--- src/rtl/lodd_pkg.sv ---
// ----------------------------------------------------------------------------
// Lock-order deadlock detector package
// Status codes and the handshake group between the controller and the search.
// ----------------------------------------------------------------------------
`default_nettype none

package lodd_pkg;

  typedef logic [2:0] status_t;

  localparam status_t ST_OK        = 3'd0;
  localparam status_t ST_DEADLOCK  = 3'd1;
  localparam status_t ST_MULTI_UNL = 3'd2;
  localparam status_t ST_BAD_UNL   = 3'd3;
  localparam status_t ST_FULL      = 3'd4;
  localparam status_t ST_HALTED    = 3'd5;

  localparam int unsigned LOCK_ID_W = 4;

  typedef struct packed {
    logic done;
    logic found;
  } search_status_t;

endpackage

`default_nettype wire

--- src/rtl/lodd_graph.sv ---
// ----------------------------------------------------------------------------
// Lock-order graph memory
// Adjacency rows with one write port and one registered read port; per-row
// valid bits make every row read as zero after reset.
// ----------------------------------------------------------------------------
`default_nettype none

module lodd_graph #(
  parameter int unsigned MAX_LOCKS = 16,
  parameter int unsigned LW        = 4
) (
  input  wire logic                 clk,
  input  wire logic                 rst,
  input  wire logic                 we,
  input  wire logic [LW-1:0]        waddr,
  input  wire logic [MAX_LOCKS-1:0] wdata,
  input  wire logic                 re,
  input  wire logic [LW-1:0]        raddr,
  output logic      [MAX_LOCKS-1:0] rdata
);

  logic [MAX_LOCKS-1:0] mem [MAX_LOCKS];
  logic [MAX_LOCKS-1:0] row_valid;
  logic [MAX_LOCKS-1:0] data_q;
  logic                 valid_q;

  always_ff @(posedge clk) begin
    if (rst) begin
      row_valid <= '0;
    end else if (we) begin
      row_valid[waddr] <= 1'b1;
    end
  end

  always_ff @(posedge clk) begin
    if (we) begin
      mem[waddr] <= wdata;
    end
    if (re) begin
      data_q  <= mem[raddr];
      valid_q <= row_valid[raddr];
    end
  end

  assign rdata = data_q & {MAX_LOCKS{valid_q}};

endmodule

`default_nettype wire

--- src/rtl/lodd_search.sv ---
// ----------------------------------------------------------------------------
// Depth-first cycle search
// Walks the graph one adjacency bit per cycle while it scans a row, with an
// explicit path stack, and stops at the first edge into a vertex whose search
// is still open.
`default_nettype none

module lodd_search
  import lodd_pkg::*;
#(
  parameter int unsigned MAX_LOCKS = 16,
  parameter int unsigned LW        = 4
) (
  input  wire logic                 clk,
  input  wire logic                 rst,
  input  wire logic                 start,
  output logic                      rd_en,
  output logic      [LW-1:0]        rd_addr,
  input  wire logic [MAX_LOCKS-1:0] rd_row,
  output search_status_t            status,
  output logic      [LW-1:0]        from_v,
  output logic      [LW-1:0]        to_v
);

  localparam logic [1:0] S_IDLE = 2'd0;
  localparam logic [1:0] S_ROOT = 2'd1;
  localparam logic [1:0] S_SCAN = 2'd2;
  localparam logic [1:0] S_POP  = 2'd3;

  localparam logic [LW:0] NBR_END = (LW+1)'(MAX_LOCKS);

  logic [1:0]           state;
  logic [LW:0]          root;
  logic [LW:0]          nbr;
  logic [LW-1:0]        cur;
  logic [LW-1:0]        depth;
  logic [MAX_LOCKS-1:0] seen;
  logic [MAX_LOCKS-1:0] open_v;
  logic                 done;
  logic                 found;

  logic [LW-1:0] path_mem [MAX_LOCKS];
  logic [LW-1:0] path_q;

  logic [LW-1:0] ridx;
  logic [LW-1:0] nidx;
  logic          scan_end;
  logic          nbit;
  logic          push_go;
  logic          pop_go;

  assign ridx     = root[LW-1:0];
  assign nidx     = nbr[LW-1:0];
  assign scan_end = (nbr == NBR_END);
  assign nbit     = rd_row[nidx];
  assign push_go  = (state == S_SCAN) && !scan_end && nbit && !seen[nidx];
  assign pop_go   = (state == S_SCAN) && scan_end && (depth != '0);

  always_comb begin
    rd_en   = 1'b0;
    rd_addr = ridx;
    unique case (state)
      S_IDLE: begin
        rd_en = 1'b0;
      end
      S_ROOT: begin
        rd_en   = (root != NBR_END) && !seen[ridx];
        rd_addr = ridx;
      end
      S_SCAN: begin
        rd_en   = push_go;
        rd_addr = nidx;
      end
      S_POP: begin
        rd_en   = 1'b1;
        rd_addr = path_q;
      end
    endcase
  end

  always_ff @(posedge clk) begin
    if (push_go) begin
      path_mem[depth] <= cur;
    end
    if (pop_go) begin
      path_q <= path_mem[depth - 1'b1];
    end
  end

  always_ff @(posedge clk) begin
    if (rst) begin
      state <= S_IDLE;
      done  <= 1'b0;
      found <= 1'b0;
    end else begin
      done <= 1'b0;
      unique case (state)
        S_IDLE: begin
          if (start) begin
            seen   <= '0;
            open_v <= '0;
            root   <= '0;
            found  <= 1'b0;
            state  <= S_ROOT;
          end
        end
        S_ROOT: begin
          if (root == NBR_END) begin
            done  <= 1'b1;
            state <= S_IDLE;
          end else if (seen[ridx]) begin
            root <= root + 1'b1;
          end else begin
            cur          <= ridx;
            seen[ridx]   <= 1'b1;
            open_v[ridx] <= 1'b1;
            depth        <= '0;
            nbr          <= '0;
            state        <= S_SCAN;
          end
        end
        S_SCAN: begin
          if (scan_end) begin
            open_v[cur] <= 1'b0;
            if (depth == '0) begin
              root  <= root + 1'b1;
              state <= S_ROOT;
            end else begin
              state <= S_POP;
            end
          end else if (!nbit) begin
            nbr <= nbr + 1'b1;
          end else if (!seen[nidx]) begin
            depth        <= depth + 1'b1;
            cur          <= nidx;
            seen[nidx]   <= 1'b1;
            open_v[nidx] <= 1'b1;
            nbr          <= '0;
          end else if (open_v[nidx]) begin
            found  <= 1'b1;
            from_v <= cur;
            to_v   <= nidx;
            done   <= 1'b1;
            state  <= S_IDLE;
          end else begin
            nbr <= nbr + 1'b1;
          end
        end
        S_POP: begin
          cur   <= path_q;
          nbr   <= {1'b0, cur} + 1'b1;
          depth <= depth - 1'b1;
          state <= S_SCAN;
        end
      endcase
    end
  end

  assign status.done  = done;
  assign status.found = found;

endmodule

`default_nettype wire

--- src/rtl/lock_order_deadlock_detector_unit.sv ---
// ----------------------------------------------------------------------------
// Lock-order deadlock detector
// Tracks held locks on a stack, records lock-order edges in an adjacency
// memory and searches the graph for a cycle whenever a new edge appears.
//
//   Channel   Handshake           Word
//   request   start / busy        req_type, lock_id
//   result    done (one cycle)    status, edge_added, cycle_from, cycle_to
//
// A release, a halted request or an acquire with no new edge ends without the
// search. An acquire that records a new edge also runs the search, which reads
// one adjacency bit per cycle while it scans, via the single graph read port.
// Reset clears the graph at once through per-row valid bits; no clearing pass.
// The result is shown for one cycle with done; the receiver cannot stall it.
// ----------------------------------------------------------------------------
`default_nettype none

module lock_order_deadlock_detector_unit
  import lodd_pkg::*;
#(
  parameter int unsigned MAX_LOCKS   = 16,
  parameter int unsigned STACK_DEPTH = 16
) (
  input  wire logic       clk,
  input  wire logic       rst,
  input  wire logic       start,
  output logic            busy,
  input  wire logic       req_type,
  input  wire logic [3:0] lock_id,
  output logic            done,
  output logic      [2:0] status,
  output logic            edge_added,
  output logic      [3:0] cycle_from,
  output logic      [3:0] cycle_to
);

  localparam int unsigned LW  = $clog2(MAX_LOCKS);
  localparam int unsigned W   = (LW > LOCK_ID_W) ? LW : LOCK_ID_W;
  localparam int unsigned CW  = $clog2(STACK_DEPTH + 1);
  localparam int unsigned SAW = (STACK_DEPTH > 1) ? $clog2(STACK_DEPTH) : 1;

  localparam logic [W:0]    LOCK_LIMIT = (W+1)'(MAX_LOCKS);
  localparam logic [CW-1:0] DEPTH_MAX  = CW'(STACK_DEPTH);

  localparam logic [1:0] C_IDLE = 2'd0;
  localparam logic [1:0] C_TOP  = 2'd1;
  localparam logic [1:0] C_ROW  = 2'd2;
  localparam logic [1:0] C_SRCH = 2'd3;

  logic [1:0]    state;
  logic          halted;
  logic [CW-1:0] count;
  logic          req_q;
  logic [W-1:0]  id_q;
  logic [LW-1:0] top_q;

  logic [LW-1:0] stack_mem [STACK_DEPTH];
  logic [LW-1:0] stk_q;
  logic          stk_re;
  logic [CW-1:0] count_m1;

  logic [W-1:0]  id_w;
  logic          id_ok;
  logic [LW-1:0] lidx;
  logic [LW-1:0] lidx_q;
  logic          top_match;

  logic          push_en;
  logic [LW-1:0] push_idx;

  logic                 g_we;
  logic [MAX_LOCKS-1:0] g_wdata;
  logic                 g_re;
  logic [LW-1:0]        g_raddr;
  logic                 c_re;
  logic [LW-1:0]        c_raddr;
  logic [MAX_LOCKS-1:0] g_rdata;

  logic           srch_start;
  logic           s_re;
  logic [LW-1:0]  s_raddr;
  search_status_t s_status;
  logic [LW-1:0]  s_from;
  logic [LW-1:0]  s_to;
  logic [W-1:0]   s_from_w;
  logic [W-1:0]   s_to_w;

  assign id_w      = W'(lock_id);
  assign id_ok     = ({1'b0, id_w} < LOCK_LIMIT);
  assign lidx      = id_w[LW-1:0];
  assign lidx_q    = id_q[LW-1:0];
  assign top_match = (W'(stk_q) == id_q);
  assign count_m1  = count - 1'b1;
  assign s_from_w  = W'(s_from);
  assign s_to_w    = W'(s_to);
  assign busy      = (state != C_IDLE);

  always_comb begin
    push_en    = 1'b0;
    push_idx   = lidx_q;
    stk_re     = 1'b0;
    c_re       = 1'b0;
    c_raddr    = stk_q;
    g_we       = 1'b0;
    g_wdata    = g_rdata | (MAX_LOCKS'(1) << lidx_q);
    srch_start = 1'b0;
    unique case (state)
      C_IDLE: begin
        push_idx = lidx;
        if (start && !halted) begin
          if (req_type) begin
            stk_re = (count != '0);
          end else if (id_ok && (count < DEPTH_MAX)) begin
            stk_re  = (count != '0);
            push_en = (count == '0);
          end
        end
      end
      C_TOP: begin
        if (!req_q) begin
          push_en = top_match;
          c_re    = !top_match;
        end
      end
      C_ROW: begin
        if (g_rdata[lidx_q]) begin
          push_en = 1'b1;
        end else begin
          g_we       = 1'b1;
          srch_start = 1'b1;
        end
      end
      C_SRCH: begin
        push_en = s_status.done && !s_status.found;
      end
    endcase
  end

  assign g_re    = (state == C_SRCH) ? s_re : c_re;
  assign g_raddr = (state == C_SRCH) ? s_raddr : c_raddr;

  always_ff @(posedge clk) begin
    if (push_en) begin
      stack_mem[count[SAW-1:0]] <= push_idx;
    end
    if (stk_re) begin
      stk_q <= stack_mem[count_m1[SAW-1:0]];
    end
  end

  always_ff @(posedge clk) begin
    if (rst) begin
      state  <= C_IDLE;
      halted <= 1'b0;
      count  <= '0;
      done   <= 1'b0;
    end else begin
      done <= 1'b0;
      if (push_en) begin
        count <= count + 1'b1;
      end
      unique case (state)
        C_IDLE: begin
          if (start) begin
            req_q      <= req_type;
            id_q       <= id_w;
            status     <= ST_OK;
            edge_added <= 1'b0;
            cycle_from <= '0;
            cycle_to   <= '0;
            if (halted) begin
              status <= ST_HALTED;
              done   <= 1'b1;
            end else if (req_type) begin
              if (count == '0) begin
                status <= ST_MULTI_UNL;
                halted <= 1'b1;
                done   <= 1'b1;
              end else begin
                state <= C_TOP;
              end
            end else if (!id_ok || (count == '0)) begin
              done <= 1'b1;
            end else if (count >= DEPTH_MAX) begin
              status <= ST_FULL;
              halted <= 1'b1;
              done   <= 1'b1;
            end else begin
              state <= C_TOP;
            end
          end
        end
        C_TOP: begin
          top_q <= stk_q;
          if (req_q) begin
            if (!top_match) begin
              status <= ST_BAD_UNL;
              halted <= 1'b1;
            end else begin
              count <= count - 1'b1;
            end
            done  <= 1'b1;
            state <= C_IDLE;
          end else if (top_match) begin
            done  <= 1'b1;
            state <= C_IDLE;
          end else begin
            state <= C_ROW;
          end
        end
        C_ROW: begin
          if (g_rdata[lidx_q]) begin
            done  <= 1'b1;
            state <= C_IDLE;
          end else begin
            edge_added <= 1'b1;
            state      <= C_SRCH;
          end
        end
        C_SRCH: begin
          if (s_status.done) begin
            if (s_status.found) begin
              status     <= ST_DEADLOCK;
              cycle_from <= s_from_w[3:0];
              cycle_to   <= s_to_w[3:0];
              halted     <= 1'b1;
            end
            done  <= 1'b1;
            state <= C_IDLE;
          end
        end
      endcase
    end
  end

  lodd_graph #(
    .MAX_LOCKS(MAX_LOCKS),
    .LW       (LW)
  ) u_graph (
    .clk  (clk),
    .rst  (rst),
    .we   (g_we),
    .waddr(top_q),
    .wdata(g_wdata),
    .re   (g_re),
    .raddr(g_raddr),
    .rdata(g_rdata)
  );

  lodd_search #(
    .MAX_LOCKS(MAX_LOCKS),
    .LW       (LW)
  ) u_search (
    .clk    (clk),
    .rst    (rst),
    .start  (srch_start),
    .rd_en  (s_re),
    .rd_addr(s_raddr),
    .rd_row (g_rdata),
    .status (s_status),
    .from_v (s_from),
    .to_v   (s_to)
  );

endmodule

`default_nettype wire
--- config.mk ---
export PLATFORM = sky130hd
export DESIGN_NAME = lock_order_deadlock_detector_unit
export DESIGN_NICKNAME = d
export VERILOG_FILES = /design/src/rtl/lodd_pkg.sv /design/src/rtl/lodd_graph.sv /design/src/rtl/lodd_search.sv /design/src/rtl/lock_order_deadlock_detector_unit.sv
export SDC_FILE = /design/constraint.sdc
export NUM_CORES = 1
export LEC_CHECK = 0
export BUFFER_PORTS_ARGS = -buffer_cell sky130_fd_sc_hd__clkbuf_2
export CAP_MARGIN = 25
export CORE_MARGIN = 8
export CORE_UTILIZATION = 55
export DETAILED_ROUTE_END_ITERATION = 16
export PLACE_DENSITY_LB_ADDON = 0.12
export SLEW_MARGIN = 5
export SYNTH_ARGS = -nofsm -noshare
export SYNTH_HDL_FRONTEND = slang
export SYNTH_SLANG_ARGS = --single-unit
--- constraint.sdc ---
create_clock -name clk -period 3.95 [get_ports clk]
set_clock_uncertainty 0.2 [all_clocks]
set_input_delay 0.395 -clock clk [delete_from_list [all_inputs] [get_ports clk]]
set_output_delay 0.395 -clock clk [all_outputs]
set_load 0.01 [all_outputs]
==> metrics.txt <==
status=finished clean; hpwl dp=33810 um; drt first pass iters=6; die area=0.04827 mm2; post_cts resized=0; Net Count, Synth=1440; # nets final=1520; Reg2Reg Capture Point=u_graph.data_q[6]$_DFFE_PP_; TritonCTS buffer count=52; CP startpoint=u_search.state[0]$_SDFFE_PP0P_; worst min path class=primary input to register; Final Slew Violations=0; drt first-iter violations=1399; die width=219.7 um; initial antenna violation count=0; layout cells sized above 1=21.80%; clk root buf=clkbuf_16; CTS Sinks=517; critical path arrival=3.45 ns; R2R Setup Slk=0.56 ns; DR vias=12.93k; Leak Pwr=8.677 nW; largest net degree at the start of global routing=41; multi-input logic area=0.007152 mm2; # Max-Cap Violations=0; most area-consuming cells after synthesis=edfxtp_1, mux4_2, mux2i_1; WP data required=4.00 ns; Clk pin slew, worst setup/hold paths=0.06 ns; RePlAce Congestion=0.8751; final hold viol count=0; Critical Setup Path Class=register to register; slew margin rel.=30.93%; Synth area leader=edfxtp_1; grt total ovfl=0; H-tree levels=2; RR Startpoint=u_search.state[0]$_SDFFE_PP0P_; vias in the first global route=12.91k; DP Area=0.02397 mm2; Post-synth ARST share=0%; synthesized area per cell=16.29 um2; Seq. cell area=0.01523 mm2; clock period minus worst slack=3.393 ns; overall routing resource usage=21.68%; Clock Latency Late Sink=0.59 ns; Power Density=585.4 mW/mm2; first-pass GRT wire length=79620 um; setup tns final=0 ns; # IOs=22; IR drop worst, VDD=495.2 uV; R2R depth=9; distinct cell type count after synthesis=76; postcts setup bufs=0; gate count after technology mapping=1401; share of the synthesized area in the top cell type=64.21%; die boundary height=219.7 um; number of synthesized flops with an enable pin=488; final instance area=0.02569 mm2; fill cell count=2947; WL final=51750 um; sequential share of the synthesized area=66.75%; period utilization=85.89%; Synth Cell Area=0.02282 mm2; crit end category=register; antenna viol nets, final=0; RSZ-0062 raised after global routing=false; Top FF cell, synth=edfxtp_1; core area=0.04092 mm2; Pwr Total=15.04 mW; setup violators final=0; Area Growth Syn to Fin=12.55%; drt wl/cell=25.18 um; CP Max Fanout=40; Synth Register Bits=517; Hold-fix buffers, CTS=6; # port buffers=21; std cell rows=74; Syn. warnings=0; Ant. Diodes=0; Post-route DRC=0; commonest non-fill, non-tap cell in the layout=edfxtp_1; Max clock buf depth=3; commonest non-fill, non-tap cells in the layout=edfxtp_1, mux4_2, nand2_1, buf_4, mux2i_1; Max Fclk=0.2947 GHz; Vias/cell=6.293; crit path to=u_graph.data_q[6]$_DFFE_PP_; critical path startpoint category=register; CTS tree=yes; worst slew pin tran=1.036 ns; initial core utilization=55.77%
metrics by stage:
stage	hold WS, ns	cells	utilization, %	setup slack [ns]
finish	0.1468	2055	62.76	0.5572
global route	0.1430	2055	62.76	0.3294
CTS	0.1037	2055	62.76	0.5685
detailed placement	0.2537	1953	58.58	0.5974
global placement	0.2428	1952	58.51	0.6038
floorplan	0.2315	1401	-	0.3839
layer usage:
metal	track usage (%)	share of wire, %	up-vias
li1	-	-	5729
met1	29.66	43	6676
met2	35.80	49	433
met3	3.236	5.2	94
met4	6.849	2.6	0
met5	0	0	-
cell usage after synthesis (16+ instances only):
master    count
edfxtp_1    488
mux4_2      118
nand2_1      77
mux2i_1      61
nor2_1       60
clkbuf_1     50
o21ai_0      44
a21oi_1      38
inv_1        35
ha_1         31
dfxtp_1      29
and2_1       27
nor3_1       27
o21a_1       24
and3_1       23
nand3_1      21
buf_2        19
nand2b_1     19
o211ai_1     19
nor2b_1      17
o22ai_1      16
worst max-delay path, stage by stage (launching register included):
cell      delay (ns)
dfxtp_1         0.35
inv_1           0.13
ha_1            0.50
buf_4           0.47
nand2b_1        0.25
nor4_2          0.32
buf_4           0.19
o311ai_0        0.19
o21ai_2         0.10
buf_4           0.33
sequential cells by signal, summed over array words and instances, names as in the netlist, 4 cells and up:
name	flops
u_search.depth	4
top_q	4
u_graph.row_valid	16
u_graph.data_q	16
u_search.seen	16
u_search.path_q	4
u_search.open_v	16
u_search.from_v	4
id_q	4
cycle_from	4
u_search.to_v	4
cycle_to	4
u_search.path_mem	64
u_search.root	5
stack_mem	64
u_search.nbr	5
u_graph.mem	256
u_search.cur	4
count	5
c_raddr	4
logic make-up (layout without fill, tap and decap cells):
kind of cell / Yosys count / after routing / synth area share, %
flip-flops: 517 / 517 / 66.75
AO/OA/AOI/OAI: 231 / 231 / 6.908
XOR/XNOR: 15 / 15 / 0.5757
buffers and inverters: 118 / 240 / 2.308
multiplexers: 186 / 186 / 14.81
adder cells (fa/ha/maj): 31 / 31 / 1.700
AND/OR/NAND/NOR: 303 / 303 / 6.941
how the worst min path moves through the flow:
stage | startpoint | to | cells past startpoint
6_report | rst | u_graph.row_valid[2]$_SDFFE_PP0N_ | 3
5_1_grt | rst | u_graph.row_valid[1]$_SDFFE_PP0N_ | 3
4_1_cts | rst | u_graph.row_valid[3]$_SDFFE_PP0N_ | 3
3_5_place_dp | u_graph.row_valid[6]$_SDFFE_PP0N_ | u_graph.row_valid[6]$_SDFFE_PP0N_ | 1
3_3_place_gp | u_graph.row_valid[9]$_SDFFE_PP0N_ | u_graph.row_valid[9]$_SDFFE_PP0N_ | 1
2_1_floorplan | u_graph.row_valid[2]$_SDFFE_PP0N_ | u_graph.row_valid[2]$_SDFFE_PP0N_ | 2
layout make-up:
cell class / instances / area share, %
sequential: 517 / 59.31
multi-input combinational: 766 / 27.84
clock buffer: 71 / 5.543
timing repair buffer: 109 / 3.312
tap: 532 / 2.591
clock inverter: 25 / 0.8865
inverter: 35 / 0.5115
report_power, final:
group	internal (mW)	total (mW)	switching, mW
Sequential	6.54	6.79	0.255
Clock	2.78	4.79	2.01
Combinational	1.55	3.46	1.90
Total	10.9	15.0	4.17
Note: power is estimated with default switching activity, not from simulation.
